--- config.mk ---
export PLATFORM = sky130hd
export DESIGN_NAME = asc_fold
export DESIGN_NICKNAME = d
export VERILOG_FILES = /design/src/sv/asc_pkg.sv /design/src/sv/asc_fold.sv
export SDC_FILE = /design/constraint.sdc
export NUM_CORES = 1
export LEC_CHECK = 0
export BUFFER_PORTS_ARGS = -buffer_cell sky130_fd_sc_hd__buf_2
export CORE_AREA = 2 2 112 114
export DETAILED_ROUTE_END_ITERATION = 10
export DIE_AREA = 0 0 114 116
export SYNTH_ARGS = -nofsm -noshare
export SYNTH_HDL_FRONTEND = slang
export SYNTH_SLANG_ARGS = --single-unit
--- constraint.sdc ---
create_clock -name clk -period 4.15 [get_ports clk]
set_input_delay 0.6225 -clock clk [delete_from_list [all_inputs] [get_ports clk]]
set_output_delay 0.6225 -clock clk [all_outputs]
set_load 0.02 [all_outputs]
--- src/sv/asc_pkg.sv ---
// ----------------------------------------------------------------------------
// asc_pkg: shared constants for the sine contrast shaper
// Angle formats, CORDIC arctangent table and contrast scaling constants.
// ----------------------------------------------------------------------------
package asc_pkg;

  // angles and sines: signed, 28 fraction bits
  localparam int ANG_W  = 32;
  localparam int ANG_FRAC = 28;
  localparam int WIDE_W = 34;

  localparam logic signed [WIDE_W-1:0] Q_PI      = 34'sd843314857;
  localparam logic signed [WIDE_W-1:0] Q_HALF_PI = 34'sd421657428;
  localparam logic signed [WIDE_W-1:0] Q_TWO_PI  = 34'sd1686629713;

  // pi/2 as a multiplier operand for the sample-to-angle step
  localparam int HALF_PI_W = 31;
  localparam logic signed [HALF_PI_W-1:0] HALF_PI_M = 31'sd421657428;

  // CORDIC start value (inverse of the limit gain)
  localparam logic signed [ANG_W-1:0] CORDIC_GAIN = 32'sd163008218;

  localparam int ATAN_DEPTH = 24;
  localparam logic signed [ANG_W-1:0] ATAN_Q28 [ATAN_DEPTH] = '{
    32'sd210828714, 32'sd124459457, 32'sd65760959, 32'sd33381290,
    32'sd16755422,  32'sd8385879,   32'sd4193963,  32'sd2097109,
    32'sd1048571,   32'sd524287,    32'sd262144,   32'sd131072,
    32'sd65536,     32'sd32768,     32'sd16384,    32'sd8192,
    32'sd4096,      32'sd2048,      32'sd1024,     32'sd512,
    32'sd256,       32'sd128,       32'sd64,       32'sd32
  };

  // contrast register
  localparam int CONTRAST_W = 15;
  localparam logic [CONTRAST_W-1:0] CONTRAST_RESET = 15'd8448;

  // term = round(contrast * s / 192000); 192000 = 2^9 * 375
  localparam int PROD_W    = 48;
  localparam int N_W       = 35;
  localparam int Q_W       = 27;
  localparam int REC_W     = 27;
  localparam int N_LO_W    = 18;
  localparam int REC_SHIFT = 35;
  localparam int QM_W      = 36;
  localparam logic [PROD_W-1:0] DIV_HALF = 48'd96000;
  localparam logic [REC_W-1:0]  DIV_REC  = 27'd91625968;
  localparam logic [8:0]        DIV_ODD  = 9'd375;

endpackage

--- src/sv/asc_fold.sv ---
// ----------------------------------------------------------------------------
// asc_fold: angle reduction for the CORDIC
// Two stages: wrap into (-pi, pi], then fold into [-pi/2, pi/2].
// ----------------------------------------------------------------------------
module asc_fold #(
  parameter int SIDE_W = 1
) (
  input  logic                            clk,
  input  logic                            rst,
  input  logic                            en,
  input  logic                            in_valid,
  input  logic signed [asc_pkg::ANG_W-1:0] t_in,
  input  logic [SIDE_W-1:0]               side_in,
  output logic                            out_valid,
  output logic signed [asc_pkg::ANG_W-1:0] z_out,
  output logic [SIDE_W-1:0]               side_out
);
  import asc_pkg::*;

  logic                      wrap_valid;
  logic signed [WIDE_W-1:0]  wrap;
  logic [SIDE_W-1:0]         wrap_side;
  logic signed [WIDE_W-1:0]  t_wide;
  logic signed [WIDE_W-1:0]  wrap_next;
  logic signed [WIDE_W-1:0]  fold_next;

  // wrap by one period
  always_comb begin
    t_wide = WIDE_W'(t_in);
    if (t_wide > Q_PI) begin
      wrap_next = t_wide - Q_TWO_PI;
    end else if (t_wide <= -Q_PI) begin
      wrap_next = t_wide + Q_TWO_PI;
    end else begin
      wrap_next = t_wide;
    end
  end

  // reflect the outer quarters
  always_comb begin
    if (wrap > Q_HALF_PI) begin
      fold_next = Q_PI - wrap;
    end else if (wrap < -Q_HALF_PI) begin
      fold_next = -Q_PI - wrap;
    end else begin
      fold_next = wrap;
    end
  end

  always_ff @(posedge clk) begin
    if (rst) begin
      wrap_valid <= 1'b0;
      out_valid  <= 1'b0;
    end else if (en) begin
      wrap_valid <= in_valid;
      out_valid  <= wrap_valid;
    end
  end

  always_ff @(posedge clk) begin
    if (en) begin
      wrap      <= wrap_next;
      wrap_side <= side_in;
      z_out     <= fold_next[ANG_W-1:0];
      side_out  <= wrap_side;
    end
  end

endmodule

==> impl_metrics.toml <==
[pwr]
finalPower_w = 0.00248
vdd_ir_drop_max_v = 0.000192
p_leak_nw = 2.15
pwr_density_cell_nw_per_um2 = 416

[yosys]
synth.area.top_cells = "edfxtp_1 (38%), xnor2_1 (6.3%), xor2_1 (3.5%)"
ys_ff_latch = 69
synth_top_area_share_pct = 37.8
yosysTopAreaCell = "edfxtp_1"
synth_edf_count = 67
synthFlopType = "edfxtp_1"
syn_area_um2 = 5320
syn_inst = 573
yosysMostFrequentCell = "edfxtp_1"
avgSynthCellArea_um2 = 9.29
yosys_warnings = 0
synthArstFlopShare_pct = 0
synth.distinct_cells = 79
netlist_top_cells_count = "edfxtp_1 (67), nand2_1 (40), nor2_1 (38), xnor2_1 (38), a21oi_1 (35)"
ys_seq_area_share_pct = 38.6
syn-num-nets = 617

[clock_network]
cts_resized = 0
cts.sinks = 69
cts_buffers = 9
cts_hold_buf = 0
cts_tree = "done"
clockBufferDepth = 2
clk_pin_slew_ns = 0.06
cts-root-buf = "clkbuf_16"
clk_latency_ns = 0.33
htreeDepth = 3
cts_setup_buffers = 0

[floorplanning]
die_height_um = 116
rows = 40
die_area_um2 = 13200
core_um2 = 11900
ioPinCount = 71
chipWidth_um = 114
initial_core_util_pct = 44.7

[timing]
grt_setup_unrepaired = "false"
timing.fmax_mhz = 313
fin_setup_tns_ns = 0
worst_slack_ns = 0.953
fin_crit_ns = 3.20
fin_crit_sh_pct = 77.0
finalSetupViolations = 0
slew_headroom_pct = 42.3
hold_violations = 0
worstMarginPinSlew_ns = 0.865
clock_skew_ns = 0.00565
drv_slew = 0

[drt]
drcViolationCount = 0
wl_per_cell_um = 16.9
vias = 4577
ant_nets = 0
drt_iter0_markers = 305
vias_per_cell = 6.05
drt_wl_total_um = 12800
first_pass_iters = 4

[worst_setup_path]
crit_fanout = 19
startpoint_type = "flop"
worstSetupEndpointType = "flop"
cp_slowest_cell = "o21ai_2"
cp.buffers_inverters = 0
worstPathCellList = "or4_4 > a211oi_1 > a2111oi_1 > o21ai_2 > o21ai_0 > a32oi_1 > xor2_1"
critPathRequiredTime_ns = 4.22
slowest_delay_ns = 0.72
crit_type = "flop to flop"
crit_family = "compound AO/OA/AOI/OAI gates"
cp_data_arrival_time_ns = 3.27
r2r_slack_ns = 0.95

[global_route]
grt_max_degree = 39
grt_overflow_total = 0
track_usage_pct = 19.6
grt_pass1_wl_um = 20700
grt_pass1_vias = 4087
antenna_found_initial = 0

[cells_and_area]
fillers = 1132
syn2layout_area_growth_pct = 11.8
drive_gt1_share_pct = 18.4
nNetsFinal = 649
diodes = 0
fin_area_um2 = 5950

[hold_path]
hp-class = "flop to flop"

[placement]
routabilityCongestion = 0.885
io_buffers = 70
dp_hpwl_um = 9350
dpl-instance-area_um2 = 5630
dp_slack_ns = 0.913

[outcome]
status = "finished, final reports clean"

[flow_run]
max_cap_viol_count = 0
metrics by stage:
| stage | util (%) | hold WS [ns] | std cells |
|---|---|---|---|
| 6_report | 50.0 | 0.424 | 757 |
| 5_1_grt | 50.0 | 0.428 | 757 |
| 4_1_cts | 50.0 | 0.422 | 757 |
| 3_5_place_dp | 47.2 | 0.408 | 741 |
| 3_3_place_gp | 47.2 | 0.402 | 741 |
| 2_1_floorplan | - | 0.400 | 573 |
worst paths after layout:
check,from,endpoint,cells past startpoint
hold reg to reg,wrap_side$_DFFE_PP_,side_out$_DFFE_PP_,0
setup / recovery,wrap[12]$_DFFE_PP_,z_out[13]$_DFFE_PP_,7
hold / removal,wrap_side$_DFFE_PP_,side_out$_DFFE_PP_,0
setup reg to reg,wrap[12]$_DFFE_PP_,z_out[13]$_DFFE_PP_,7
cell type report:
type / instances / area [um^2] / share of cell area [%]
tap: 147 / 184 / 3.09
inverter: 18 / 67.6 / 1.13
clock buffer: 9 / 225 / 3.78
clock inverter: 7 / 100 / 1.68
sequential: 69 / 2050 / 34.5
timing repair buffer: 75 / 388 / 6.52
multi-input combinational: 432 / 2940 / 49.3
state kept, by name (all words and copies together), names as in the netlist:
signal / count
out_valid: 1
side_out: 1
wrap_valid: 1
wrap: 33
wrap_side: 1
z_out: 32
worst register-to-register path: stages (launching register included):
cell and delay, ns:
edfxtp_1 0.53, or4_4 0.58, a211oi_1 0.30, a2111oi_1 0.18, o21ai_2 0.72, o21ai_0 0.25, a32oi_1 0.28, xor2_1 0.10
cells by family after synthesis:
group,Yosys count,synth area share (%)
buffers and inverters,72,6.28
AO/OA/AOI/OAI,197,26.2
flip-flops,69,38.6
AND/OR/NAND/NOR,166,17.0
XOR/XNOR,59,9.71
multiplexers,3,0.564
adder cells (fa/ha/maj),7,1.65
placed cells by master, fill, tap and decap left out, types with 16 or more instances in the layout:
| cell | n |
|---|---|
| edfxtp_1 | 67 |
| nand2_1 | 40 |
| inv_1 | 18 |
| xor2_1 | 21 |
| buf_2 | 70 |
| a21oi_1 | 35 |
| xnor2_1 | 38 |
| o22ai_1 | 16 |
| o21ai_0 | 29 |
| nor2_1 | 38 |
where the power goes:
group          leakage, nW  total (W)  switching (W)  internal, W
Clock                0.148   0.000809       0.000282     0.000527
Combinational         1.33   0.000659       0.000403     0.000255
Sequential           0.672    0.00101      0.0000974     0.000912
Total                 2.15    0.00248       0.000783      0.00169
metal layers:
metal  routed length [um]  GRT usage, %
met2                 5890          31.3
met3                  634          1.94
met4                  148          8.05
met5                    0             0
met1                 6100          27.6
Power figures use the tool's default switching activity.
