[config.mk]
export PLATFORM = sky130hd
export DESIGN_NAME = asc_term
export DESIGN_NICKNAME = d
export VERILOG_FILES = /design/src/sv/asc_pkg.sv /design/src/sv/asc_term.sv
export SDC_FILE = /design/constraint.sdc
export NUM_CORES = 2
export LEC_CHECK = 0
export BUFFER_PORTS_ARGS = -buffer_cell sky130_fd_sc_hd__buf_2
export CORE_ASPECT_RATIO = 1.75
export CORE_MARGIN = 10
export CORE_UTILIZATION = 30
export CTS_CLUSTER_SIZE = 24
export DETAILED_ROUTE_END_ITERATION = 12
export PLACE_DENSITY = 0.49
export SLEW_MARGIN = 20
export SYNTH_ARGS = -nofsm -noshare
export SYNTH_HDL_FRONTEND = slang
export SYNTH_SLANG_ARGS = --single-unit
export TNS_END_PERCENT = 10
[constraint.sdc]
create_clock -name clk -period 7.1 [get_ports clk]
set_input_delay 0 -clock clk [delete_from_list [all_inputs] [get_ports clk]]
set_output_delay 0 -clock clk [all_outputs]
set_load 0.005 [all_outputs]
[src/sv/asc_pkg.sv]
// ----------------------------------------------------------------------------
// asc_pkg: shared constants for the sine contrast shaper
// Angle formats, CORDIC arctangent table and contrast scaling constants.
// ----------------------------------------------------------------------------
package asc_pkg;

  // angles and sines: signed, 28 fraction bits
  localparam int ANG_W  = 32;
  localparam int ANG_FRAC = 28;
  localparam int WIDE_W = 34;

  localparam logic signed [WIDE_W-1:0] Q_PI      = 34'sd843314857;
  localparam logic signed [WIDE_W-1:0] Q_HALF_PI = 34'sd421657428;
  localparam logic signed [WIDE_W-1:0] Q_TWO_PI  = 34'sd1686629713;

  // pi/2 as a multiplier operand for the sample-to-angle step
  localparam int HALF_PI_W = 31;
  localparam logic signed [HALF_PI_W-1:0] HALF_PI_M = 31'sd421657428;

  // CORDIC start value (inverse of the limit gain)
  localparam logic signed [ANG_W-1:0] CORDIC_GAIN = 32'sd163008218;

  localparam int ATAN_DEPTH = 24;
  localparam logic signed [ANG_W-1:0] ATAN_Q28 [ATAN_DEPTH] = '{
    32'sd210828714, 32'sd124459457, 32'sd65760959, 32'sd33381290,
    32'sd16755422,  32'sd8385879,   32'sd4193963,  32'sd2097109,
    32'sd1048571,   32'sd524287,    32'sd262144,   32'sd131072,
    32'sd65536,     32'sd32768,     32'sd16384,    32'sd8192,
    32'sd4096,      32'sd2048,      32'sd1024,     32'sd512,
    32'sd256,       32'sd128,       32'sd64,       32'sd32
  };

  // contrast register
  localparam int CONTRAST_W = 15;
  localparam logic [CONTRAST_W-1:0] CONTRAST_RESET = 15'd8448;

  // term = round(contrast * s / 192000); 192000 = 2^9 * 375
  localparam int PROD_W    = 48;
  localparam int N_W       = 35;
  localparam int Q_W       = 27;
  localparam int REC_W     = 27;
  localparam int N_LO_W    = 18;
  localparam int REC_SHIFT = 35;
  localparam int QM_W      = 36;
  localparam logic [PROD_W-1:0] DIV_HALF = 48'd96000;
  localparam logic [REC_W-1:0]  DIV_REC  = 27'd91625968;
  localparam logic [8:0]        DIV_ODD  = 9'd375;

endpackage

[src/sv/asc_term.sv]
// ----------------------------------------------------------------------------
// asc_term: contrast term k * sin(4a)
// Multiplies by the contrast word and divides by 192000 with rounding half
// away from zero: shift by 2^9, then reciprocal multiply for 375 with one
// correction step. Six register stages.
// ----------------------------------------------------------------------------
module asc_term #(
  parameter int SIDE_W = 1
) (
  input  logic                                 clk,
  input  logic                                 rst,
  input  logic                                 en,
  input  logic                                 in_valid,
  input  logic signed [asc_pkg::ANG_W-1:0]      sin_in,
  input  logic [asc_pkg::CONTRAST_W-1:0]        contrast,
  input  logic [SIDE_W-1:0]                    side_in,
  output logic                                 out_valid,
  output logic [asc_pkg::Q_W-1:0]               q_out,
  output logic                                 neg_out,
  output logic [SIDE_W-1:0]                    side_out
);
  import asc_pkg::*;

  localparam int PH_W  = (N_W - N_LO_W) + REC_W;
  localparam int PL_W  = N_LO_W + REC_W;
  localparam int SUM_W = N_W + REC_W;

  logic [5:0]                vld;
  logic [SIDE_W-1:0]         side1, side2, side3, side4, side5;
  logic signed [PROD_W-1:0]  prod;
  logic [N_W-1:0]            n2, n3, n4;
  logic                      neg2, neg3, neg4, neg5;
  logic [PH_W-1:0]           ph;
  logic [PL_W-1:0]           pl;
  logic [Q_W-1:0]            q0, q5;
  logic [QM_W-1:0]           qm;
  logic [N_W-1:0]            n5;

  logic [PROD_W-1:0]         mag;
  logic [PROD_W-1:0]         mag_rnd;
  logic [SUM_W-1:0]          sum;
  logic [QM_W-1:0]           rem;

  always_comb begin
    mag     = prod[PROD_W-1] ? PROD_W'(-prod) : PROD_W'(prod);
    mag_rnd = mag + DIV_HALF;
    sum     = {ph, {N_LO_W{1'b0}}} + SUM_W'(pl);
    rem     = QM_W'(n5) - qm;
  end

  // advance the valid bits
  always_ff @(posedge clk) begin
    if (rst) begin
      vld <= '0;
    end else if (en) begin
      vld <= {vld[4:0], in_valid};
    end
  end

  always_ff @(posedge clk) begin
    if (en) begin
      // signed product
      prod  <= PROD_W'($signed({1'b0, contrast})) * PROD_W'(sin_in);
      side1 <= side_in;
      // magnitude, half-divisor rounding, divide by 2^9
      n2    <= mag_rnd[N_W+8:9];
      neg2  <= prod[PROD_W-1];
      side2 <= side1;
      // reciprocal partial products
      ph    <= n2[N_W-1:N_LO_W] * DIV_REC;
      pl    <= n2[N_LO_W-1:0] * DIV_REC;
      n3    <= n2;
      neg3  <= neg2;
      side3 <= side2;
      // quotient estimate
      q0    <= sum[SUM_W-1:REC_SHIFT];
      n4    <= n3;
      neg4  <= neg3;
      side4 <= side3;
      // back-multiply by 375
      qm    <= QM_W'(q0) * QM_W'(DIV_ODD);
      q5    <= q0;
      n5    <= n4;
      neg5  <= neg4;
      side5 <= side4;
      // correct by one
      q_out    <= (rem >= QM_W'(DIV_ODD)) ? q5 + Q_W'(1) : q5;
      neg_out  <= neg5;
      side_out <= side5;
    end
  end

  assign out_valid = vld[5];

endmodule

==> results <==
- The critical path contains buffers and inverters numbering 6 combined.
- The clock period minus final worst setup slack is 6.79 ns.
- The number of instances in the synthesized netlist is 5074.
- Registers take ~11000 um^2.
- Relative to the synthesized area, the layout overhead comes to 9.44%.
- Grouping stages by cell kind, the critical path spends the most delay in adder cells.
- In this run the worst path has a maximum fanout of 7.
- The portion of the clock cycle consumed by the worst path in the final layout is 95.7%.
- Setup violations remaining at the end of the flow were counted as 0.
- The fraction of the yosys area taken by sequential cells is 21.6%.
- TritonCTS built the clock tree.
- Global routing finished with a remaining overflow of 0.
- Of all flip-flops after synthesis, the portion carrying an async set or reset was 0%.
- The number of H-tree levels is 2.
- The start point of the critical path is n2[17].
- The final net count is 6688.
- At the end of routability-driven placement, the weighted congestion stood at slightly above 0.9.
- Walking the worst path, the cells encountered are fa_1 -> inv_1 -> fa_1 -> inv_1 -> fa_1 -> inv_1 -> fa_1 -> fa_1 -> inv_1 -> fa_1 -> ha_1 -> and3_1 -> o211ai_1 -> buf_4 -> a21oi_1 -> o31a_1 -> o211a_1 -> o41ai_1 -> buf_4 -> o21ai_0 -> a21oi_1 -> xnor2_1.
- The area of combinational cells with multiple inputs is 36100 um^2.
- The share of cells above drive strength 1 is 5.24%.
- The synthesized design contains 374 enable-type register cells.
- The beginning of the worst register-to-register path is n2[17].
- Global routing used 14.5% of the available tracks across all layers.
- The count of warnings emitted by yosys is 0.
- The core region is 174000 um^2.
- The depth of the worst register-to-register path is 22.
- The vertical die dimension is 574 um.
- The achievable clock frequency is 147 MHz.
- In the post-synthesis netlist, the cell with the most instances is inv_1.
- The die covers 193000 um^2.
- The number of sinks handled by clock tree synthesis is 380.
- The count of endpoints failing hold in the final timing report is 0.
- The critical path data arrival time is 7.13 ns.
- The worst hold path passes through 2 cells.
- The worst hold path begins at contrast[0].
- Yosys mapped the design onto between 80 and 90 distinct sky130hd cell types.
- The source-to-sink clock delay at the later pin of the worst-skew pair is 0.63 ns.
- After detailed placement, the design holds a cell count of 7370.
- Setup repair after global routing could not meet its margin everywhere.
- The top flip-flop cell by instance count after synthesis is edfxtp_1.
- The cell repeated most along the worst path is fa_1.
- 82 I/O pins were placed.
- The count of buffers added on input and output ports is 81.
- The mean post-synth cell area is roughly 10 um^2.
- Entering global routing, the biggest net connects 150 pins.
- The worst hold margin is 0.0587 ns.
- The data required time of the worst path is 7.43 ns.
- The detailed-route via count is 34473.
- By area the synthesized netlist is led by fa_1 (33%), edfxtp_1 (21%), ha_1 (14%), inv_1 (8.8%), nand2_1 (3.0%).
- Detailed placement finished with a half-perimeter wire length of 114 mm.
- The net count of the mapped netlist is 6592.
- The flow ran to the end, and the final reports show no timing, DRC or antenna violations.
- The slowest cell on the critical path is fa_1.
- The via count of the first global-routing pass is 39506.
- The critical path runs through a total of 22 cells.
- The transition time of the tightest slew-check pin is 1.17 ns.
- The remaining routing DRC violations is 0.
- The maximum number of buffers from clock root to sink is 3.
- The category of the critical setup timing path is reg -> reg.
- The finished layout holds around 7500 standard cells, fillers aside.
- The die is between 300 and 400 um wide.
- The synthesized area is 52500 um^2.
- The number of clock buffers added by TritonCTS is 45.
- The iteration count of the initial detailed-routing pass is 5.
- The reg-to-reg setup timing slack is 0.31 ns.
- Once detail routing completed, the nets flagged for antenna violations numbered 0.
- The critical path endpoint category is a register.
- Max-cap violations in this run came to 0.
- The element type at the critical path start is a register.
- The worst hold path belongs to the class in -> reg.
- After synthesis, the largest area contributor takes up 33.1% of total cell area.
- Dividing the detail-routed via count by the number of cells gives roughly 4.6.
- The wire length reported by the detailed router is approximately 140 mm.
- The setup TNS is 0 ns.
- The commonest cells after synthesis are inv_1 (1228), fa_1 (870), ha_1 (596), nand2_1 (418), edfxtp_1 (374).
- The floorplan has 203 rows.
- The largest single stage delay on the critical path is 0.64 ns.
- The initial antenna violation count is 2.
- After detailed routing, the average wire length per cell comes to 18.2 um.
- Clock-pin slew was measured on the worst setup and hold paths at 0.06 ns.
- The largest total area in the synthesized netlist belongs to fa_1.
- The number of fill cells in the layout is 17741.
- The total count of max-transition violations in the final report is 0.
- Across the routed clock network, the largest skew measured is 0.0533 ns.
- Headroom to the max-slew limit came out at 19.8%.
- For this configuration, the core starts out at a cell density of 30.1%.
- The wire length of the first global-routing pass is 219 mm.
- The number of DRC markers in iteration 0 is 1550.
- The CTS root buffer is clkbuf_16.
- After synthesis the netlist holds a flip-flop and latch count of 380.
flip-flops by register name (all words and copies together) (netlist names), 35 cells and up:
| name | flops |
|---|---|
| n2 | 35 |
| qm | 35 |
| n4 | 35 |
| n3 | 35 |
| ph | 39 |
| prod | 45 |
| n5 | 35 |
placed cells by master (no fill, tap or decap), types with 18 or more instances in the layout:
| cell | n |
|---|---|
| ha_1 | 596 |
| o21bai_1 | 29 |
| inv_1 | 1228 |
| a21oi_1 | 170 |
| a21o_1 | 81 |
| a211oi_1 | 22 |
| nand3_1 | 53 |
| xnor2_1 | 162 |
| a31oi_1 | 28 |
| and2_1 | 203 |
| nand2b_1 | 25 |
| nand2_1 | 418 |
| fa_1 | 870 |
| xor2_1 | 87 |
| and3_1 | 30 |
| clkbuf_16 | 45 |
| buf_4 | 81 |
| o21a_1 | 21 |
| nor2_1 | 122 |
| o21ai_0 | 96 |
| or3_1 | 18 |
| edfxtp_1 | 374 |
| nor2b_1 | 18 |
| nand4_1 | 25 |
| nor3_1 | 41 |
| buf_2 | 80 |
worst paths after layout:
check,end
max reg2reg,pl[40]
min,prod[0]
min reg2reg,neg4
max,pl[40]
cells by family after synthesis:
kind of cell	count (synthesis)	share of synthesized area, %
and+or+nand+nor	1036	9.78
AOI/OAI and AO/OA	576	7.09
DFF	380	21.6
adders and majority gates	1467	47.4
xor gates and xnor gates	250	4.18
buffers and inverters	1351	9.70
muxes	14	0.293
per-layer routing:
metal | wire length [um] | up-vias | global-route usage, % | share of wire (%)
li1 | - | 16276 | - | -
met1 | 47200 | 17488 | 14.2 | 35
met2 | 80400 | 478 | 30.2 | 59
met3 | 2960 | 229 | 1.16 | 2.2
met4 | 5550 | 2 | 5.36 | 4.1
met5 | 20 | - | 0 | 0.015
worst register-to-register path: stages (launching register included):
cell and delay (ns):
edfxtp_1 0.53, fa_1 0.64, inv_1 0.12, fa_1 0.52, inv_1 0.05, fa_1 0.49
inv_1 0.06, fa_1 0.51, fa_1 0.54, inv_1 0.06, fa_1 0.51, ha_1 0.35
and3_1 0.24, o211ai_1 0.10, buf_4 0.19, a21oi_1 0.11, o31a_1 0.32, o211a_1 0.24
o41ai_1 0.34, buf_4 0.20, o21ai_0 0.14, a21oi_1 0.21, xnor2_1 0.08
per-stage QoR:
stage	setup slack (ns)	util [%]	instance area, um^2
finish	0.306	33.0	57500
global route	-0.0536	33.0	57500
floorplan	0.719	-	52500
global placement	0.233	32.1	56000
detailed placement	0.156	32.1	56000
CTS	0.0864	32.9	57500
repair_timing:
action / in CTS / in global routing
hold buffers: 7 / 0
gates resized for setup: 0 / 3
setup endpoints to repair: 0 / 10
setup buffers: 0 / 1
endpoints found under the hold margin: 96 / 0
cell type report:
type,count,share of cell area (%)
antenna,2,0.00870
clock buffer,48,1.98
clock inverter,35,0.561
inverter,1228,8.02
multi-input combinational,3343,62.8
sequential,380,19.7
tap,2255,4.91
timing repair buffer,172,2.01
Power is left out: the tool's default activity adds up to more than one toggle a clock period on the data nets, which glitch-free logic cannot reach.
