==> src/sv/asc_pkg.sv <==
// ----------------------------------------------------------------------------
// asc_pkg: shared constants for the sine contrast shaper
// Angle formats, CORDIC arctangent table and contrast scaling constants.
// ----------------------------------------------------------------------------
package asc_pkg;

  // angles and sines: signed, 28 fraction bits
  localparam int ANG_W  = 32;
  localparam int ANG_FRAC = 28;
  localparam int WIDE_W = 34;

  localparam logic signed [WIDE_W-1:0] Q_PI      = 34'sd843314857;
  localparam logic signed [WIDE_W-1:0] Q_HALF_PI = 34'sd421657428;
  localparam logic signed [WIDE_W-1:0] Q_TWO_PI  = 34'sd1686629713;

  // pi/2 as a multiplier operand for the sample-to-angle step
  localparam int HALF_PI_W = 31;
  localparam logic signed [HALF_PI_W-1:0] HALF_PI_M = 31'sd421657428;

  // CORDIC start value (inverse of the limit gain)
  localparam logic signed [ANG_W-1:0] CORDIC_GAIN = 32'sd163008218;

  localparam int ATAN_DEPTH = 24;
  localparam logic signed [ANG_W-1:0] ATAN_Q28 [ATAN_DEPTH] = '{
    32'sd210828714, 32'sd124459457, 32'sd65760959, 32'sd33381290,
    32'sd16755422,  32'sd8385879,   32'sd4193963,  32'sd2097109,
    32'sd1048571,   32'sd524287,    32'sd262144,   32'sd131072,
    32'sd65536,     32'sd32768,     32'sd16384,    32'sd8192,
    32'sd4096,      32'sd2048,      32'sd1024,     32'sd512,
    32'sd256,       32'sd128,       32'sd64,       32'sd32
  };

  // contrast register
  localparam int CONTRAST_W = 15;
  localparam logic [CONTRAST_W-1:0] CONTRAST_RESET = 15'd8448;

  // term = round(contrast * s / 192000); 192000 = 2^9 * 375
  localparam int PROD_W    = 48;
  localparam int N_W       = 35;
  localparam int Q_W       = 27;
  localparam int REC_W     = 27;
  localparam int N_LO_W    = 18;
  localparam int REC_SHIFT = 35;
  localparam int QM_W      = 36;
  localparam logic [PROD_W-1:0] DIV_HALF = 48'd96000;
  localparam logic [REC_W-1:0]  DIV_REC  = 27'd91625968;
  localparam logic [8:0]        DIV_ODD  = 9'd375;

endpackage

==> src/sv/asc_cordic_cell.sv <==
// ----------------------------------------------------------------------------
// asc_cordic_cell: one rotation-mode CORDIC micro-rotation
// Rotates (x, y) by +/- atan(2^-SHIFT) toward z = 0 and registers the result.
// ----------------------------------------------------------------------------
module asc_cordic_cell #(
  parameter int SHIFT  = 0,
  parameter int SIDE_W = 1
) (
  input  logic                            clk,
  input  logic                            rst,
  input  logic                            en,
  input  logic                            in_valid,
  input  logic signed [asc_pkg::ANG_W-1:0] x_in,
  input  logic signed [asc_pkg::ANG_W-1:0] y_in,
  input  logic signed [asc_pkg::ANG_W-1:0] z_in,
  input  logic [SIDE_W-1:0]               side_in,
  output logic                            out_valid,
  output logic signed [asc_pkg::ANG_W-1:0] x_out,
  output logic signed [asc_pkg::ANG_W-1:0] y_out,
  output logic signed [asc_pkg::ANG_W-1:0] z_out,
  output logic [SIDE_W-1:0]               side_out
);
  import asc_pkg::*;

  localparam logic signed [ANG_W-1:0] ATAN = ATAN_Q28[SHIFT];

  logic                     ccw;
  logic signed [ANG_W-1:0]  x_sh;
  logic signed [ANG_W-1:0]  y_sh;

  assign ccw  = ~z_in[ANG_W-1];
  assign x_sh = x_in >>> SHIFT;
  assign y_sh = y_in >>> SHIFT;

  always_ff @(posedge clk) begin
    if (rst) begin
      out_valid <= 1'b0;
    end else if (en) begin
      out_valid <= in_valid;
    end
  end

  // rotate toward zero residual angle
  always_ff @(posedge clk) begin
    if (en) begin
      x_out    <= ccw ? (x_in - y_sh) : (x_in + y_sh);
      y_out    <= ccw ? (y_in + x_sh) : (y_in - x_sh);
      z_out    <= ccw ? (z_in - ATAN) : (z_in + ATAN);
      side_out <= side_in;
    end
  end

endmodule

==> src/sv/asc_cordic_chain.sv <==
// ----------------------------------------------------------------------------
// asc_cordic_chain: pipelined CORDIC sine
// A row of ITERATIONS cells, one micro-rotation per cell per enabled cycle.
// ----------------------------------------------------------------------------
module asc_cordic_chain #(
  parameter int ITERATIONS = 16,
  parameter int SIDE_W     = 1
) (
  input  logic                            clk,
  input  logic                            rst,
  input  logic                            en,
  input  logic                            in_valid,
  input  logic signed [asc_pkg::ANG_W-1:0] z_in,
  input  logic [SIDE_W-1:0]               side_in,
  output logic                            out_valid,
  output logic signed [asc_pkg::ANG_W-1:0] sin_out,
  output logic [SIDE_W-1:0]               side_out
);
  import asc_pkg::*;

  logic                    vld  [ITERATIONS+1];
  logic signed [ANG_W-1:0] xs   [ITERATIONS+1];
  logic signed [ANG_W-1:0] ys   [ITERATIONS+1];
  logic signed [ANG_W-1:0] zs   [ITERATIONS+1];
  logic [SIDE_W-1:0]       sides[ITERATIONS+1];

  // start on the x axis, prescaled by the gain
  assign vld[0]   = in_valid;
  assign xs[0]    = CORDIC_GAIN;
  assign ys[0]    = '0;
  assign zs[0]    = z_in;
  assign sides[0] = side_in;

  for (genvar i = 0; i < ITERATIONS; i++) begin : g_cell
    asc_cordic_cell #(
      .SHIFT  (i),
      .SIDE_W (SIDE_W)
    ) u_cell (
      .clk       (clk),
      .rst       (rst),
      .en        (en),
      .in_valid  (vld[i]),
      .x_in      (xs[i]),
      .y_in      (ys[i]),
      .z_in      (zs[i]),
      .side_in   (sides[i]),
      .out_valid (vld[i+1]),
      .x_out     (xs[i+1]),
      .y_out     (ys[i+1]),
      .z_out     (zs[i+1]),
      .side_out  (sides[i+1])
    );
  end

  assign out_valid = vld[ITERATIONS];
  assign sin_out   = ys[ITERATIONS];
  assign side_out  = sides[ITERATIONS];

endmodule

==> config.mk <==
export PLATFORM = sky130hd
export DESIGN_NAME = asc_cordic_chain
export DESIGN_NICKNAME = d
export VERILOG_FILES = /design/src/sv/asc_pkg.sv /design/src/sv/asc_cordic_cell.sv /design/src/sv/asc_cordic_chain.sv
export SDC_FILE = /design/constraint.sdc
export NUM_CORES = 2
export LEC_CHECK = 0
export BUFFER_PORTS_ARGS = -buffer_cell sky130_fd_sc_hd__buf_2
export CAP_MARGIN = 30
export CORE_MARGIN = 3
export CORE_UTILIZATION = 61
export CTS_BUF_LIST = sky130_fd_sc_hd__clkbuf_2 sky130_fd_sc_hd__clkbuf_4 sky130_fd_sc_hd__clkbuf_8
export DETAILED_ROUTE_END_ITERATION = 8
export MAX_ROUTING_LAYER = met4
export PLACE_DENSITY = 0.85
export SLEW_MARGIN = 20
export SYNTH_ARGS = -nofsm -noshare
export SYNTH_HDL_FRONTEND = slang
export SYNTH_SLANG_ARGS = --single-unit
export TNS_END_PERCENT = 50
==> constraint.sdc <==
create_clock -name clk -period 4.5 [get_ports clk]
set_input_delay 0.225 -clock clk [delete_from_list [all_inputs] [get_ports clk]]
set_output_delay 0.225 -clock clk [all_outputs]
set_load 0.05 [all_outputs]
==> out/results.tsv <==
stage	metric	value	unit
logic_synthesis	ys_types	98	
timing	fin_crit	4.422	ns
worst_setup_path	crit_required	5.27	ns
floorplanning	initial_core_util	61.81	%
cts	clock_latency	1.02	ns
drt	drcViolationCount	0	
worst_setup_path	cp-start-kind	register	
logic_synthesis	synth-seq-cells	1304	
logic_synthesis	netlist_top_cells_area	edfxtp_1, ha_1, xnor2_1	
logic_synthesis	synthFlopType	edfxtp_1	
drt	postRouteAntennaNets	0	
worst_setup_path	path_delay_family	simple AND/OR/NAND/NOR gates	
drt	wl_per_cell	19.99	um
logic_synthesis	synth_nets	13020	
grt	grt_use_total	32.09	%
worst_setup_path	cpMostUsedCell	buf_4	
worst_setup_path	cp_slowest_cell	or4b_1	
grt	grt_max_degree	136	
worst_setup_path	max_stage_delay	0.54	ns
logic_synthesis	synth-edff-count	1288	
timing	clock_skew	0.04337	ns
cts	cts-buffers-inserted	226	
cts	path_clk_slew	0.06	ns
cts	cts.sink_count	1304	
worst_setup_path	cp.arrival	5.19	ns
cells_and_area	fin_util	70.63	%
cells_and_area	drive_gt1_share	12.72	%
worst_setup_path	crit_path_max_fanout	4	
worst_setup_path	crit_type	reg2reg	
drt	route.vias.total	93670	
grt	grt.overflow.total	0	
worst_setup_path	critical_path_buf_inv_count	4	
timing	drv_slew	0	
floorplanning	die_w	432.6	um
floorplanning	die_h	432.6	um
floorplanning	fp.dieArea	0.1871	sq mm
run_status	status	completed	
worst_hold_path	min_path_type	in2reg	
logic_synthesis	syn_area	0.1110	sq mm
logic_synthesis	async_reset_ff_share	0	%
cts	clock_path_buffers	3	
logic_synthesis	ys_seq_area_share	35.13	%
logic_synthesis	synth.yosys.warnings	0	
cts	cts_max_level	4	
timing	relSlewSlack	29.06	%
drt	wirelength	302000	um
placed_design	place_hpwl	232600	um
worst_setup_path	end_kind	register	
logic_synthesis	netlist.area_leader.share	34.85	%
logic_synthesis	synth_top_cell_by_area	edfxtp_1	
floorplanning	io-pin-count	71	
cells_and_area	syn2layout_area_growth	14.27	%
cells_and_area	fin_nets	13970	
drt	viasPerCell	6.200	
placed_design	gp_congestion	0.9900	
grt	grt_pass1_vias	90360	
logic_synthesis	synthCells	11620	
timing	tns	0	ns
floorplanning	row_count	155	
timing	timing.hold.ws	0.1269	ns
cts	cts_tree	done	
run	maxCapViolations	0	
logic_synthesis	syn-mean-instance-area	9.553	sq um
timing	fin_crit_sh	98.27	%
grt	grt_pass1_wl	475800	um
placed_design	io_buffer_count	70	
drt	dr.pass1.iters	8	
cts	root_buffer	clkbuf_8	
timing	finalHoldViolations	0	
timing	rsz0062_at_grt	true	
worst_setup_path	crit_chain	buf_4 -> or4_4 -> nor4_4 -> buf_4 -> and2_4 -> nor2b_4 -> nor2_2 -> xnor2_1 -> ha_1 -> a21oi_1 -> nor2b_1 -> o21ai_1 -> nand2_1 -> a41oi_2 -> buf_4 -> o21ai_2 -> or4b_1 -> a31oi_1 -> buf_4 -> o21ai_2 -> xor2_1	
floorplanning	core_area	0.1796	sq mm
grt	antenna_found_initial	1	
timing	setup_viol	0	
drt	first_iter_violations	7915	
timing	worst_pin_slew	1.055	ns
timing	fmax	226.1	MHz
## path summary, 6_finish.rpt
path                                                   from                     endpoint  slack [ns]  cells after the start
worst max-delay path              g_cell[2].u_cell.x_out[3]   g_cell[3].u_cell.y_out[30]        0.08                     21
worst min-delay path                                    rst   g_cell[7].u_cell.out_valid        0.13                      3
worst max register to register    g_cell[2].u_cell.x_out[3]   g_cell[3].u_cell.y_out[30]        0.08                     21
worst min register to register  g_cell[11].u_cell.z_out[15]  g_cell[12].u_cell.z_out[15]        0.40                      0
## cell usage in the layout, fill, tap and decap left out, types with 44 or more instances in the layout
cell type / count
a211oi_1: 94
a21o_1: 523
a21oi_1: 1224
a31oi_1: 126
and2_1: 74
and3_1: 100
buf_2: 69
buf_4: 719
clkbuf_4: 49
clkbuf_8: 230
clkinv_1: 52
clkinv_2: 44
dlygate4sd3_1: 58
edfxtp_1: 1288
ha_1: 1305
inv_1: 502
mux2_2: 54
mux2i_1: 60
nand2_1: 578
nand2b_1: 159
nand3_1: 180
nand4_1: 62
nor2_1: 1043
nor2b_1: 151
nor3_1: 338
nor4_1: 70
o211ai_1: 63
o21a_1: 178
o21ai_0: 507
o21bai_1: 159
o31ai_1: 45
or3_1: 61
xnor2_1: 1034
xor2_1: 557
## synth_stat cells, types with 106 or more instances
| library cell | instances |
|---|---|
| nor2_1 | 1064 |
| inv_1 | 509 |
| o21a_1 | 179 |
| o21ai_0 | 537 |
| edfxtp_1 | 1288 |
| a21oi_1 | 1264 |
| a31oi_1 | 133 |
| xnor2_1 | 1038 |
| nor2b_1 | 158 |
| nand2b_1 | 163 |
| o21bai_1 | 161 |
| ha_1 | 1327 |
| a21o_1 | 523 |
| clkbuf_1 | 131 |
| nor3_1 | 360 |
| nand2_1 | 589 |
| a211oi_1 | 106 |
| xor2_1 | 558 |
| nand3_1 | 183 |
## timing repair
item,4_1_cts,5_1_grt
resized for setup,46,369
pin swaps,9,139
setup endpoints to repair,47,175
gates cloned,0,0
hold buffers,58,0
setup buffers,1,79
hold endpoints to repair,150,0
## tightest hold or removal path, stage by stage
cell	delay [ns]
dlygate4sd3_1	0.53
buf_2	0.21
nor2_1	0.12
## registers in the layout, indices dropped and copies added, names as in the netlist
register and flops:
g_cell.u_cell.z_out 379, g_cell.u_cell.out_valid 16, g_cell.u_cell.side_out 16, g_cell.u_cell.x_out 413
g_cell.u_cell.y_out 480
## cell families (layout without fill, tap and decap cells)
logic type,Yosys count,after routing,share of synthesized area [%]
buffers and inverters,669,1801,2.284
adder cells (fa/ha/maj),1368,1368,15.70
XOR/XNOR,1596,1596,12.59
AND/OR/NAND/NOR,3101,3101,13.48
flip-flops,1304,1304,35.13
multiplexers,114,114,1.089
AO/OA/AOI/OAI,3466,3466,19.72
other,1,4,0.003379
## per-stage QoR
| stage | std cells | setup WS (ns) | instance area [sq um] |
|---|---|---|---|
| 2_1_floorplan | 11620 | 0.003756 | 111000 |
| 3_3_place_gp | 14550 | -0.2667 | 118900 |
| 3_5_place_dp | 14550 | -0.3954 | 118900 |
| 4_1_cts | 15030 | -0.01907 | 124500 |
| 5_1_grt | 15110 | -0.1272 | 126800 |
| 6_report | 15110 | 0.07807 | 126800 |
## metal layers
metal,routed length (um),share of wire [%],GRT usage [%],vias to the layer above
met4,9228,3.1,9.726,0
met2,144100,48,52.91,3169
li1,-,-,-,45110
met5,0,0,-,-
met1,129800,43,41.43,44770
met3,18920,6.3,4.019,620
## final cells by class
type	count	area, sq um
Multi-Input combinational cell	9646	71370
Fill cell	13330	52750
Sequential cell	1304	39000
Timing Repair Buffer	873	6829
Clock buffer	279	3533
Tap cell	2355	2947
Inverter	510	1918
Clock inverter	139	1231
Antenna cell	3	7.507
Power is not shown: default switching activity piles up to over one toggle a cycle in this logic, so the estimate is an artifact.
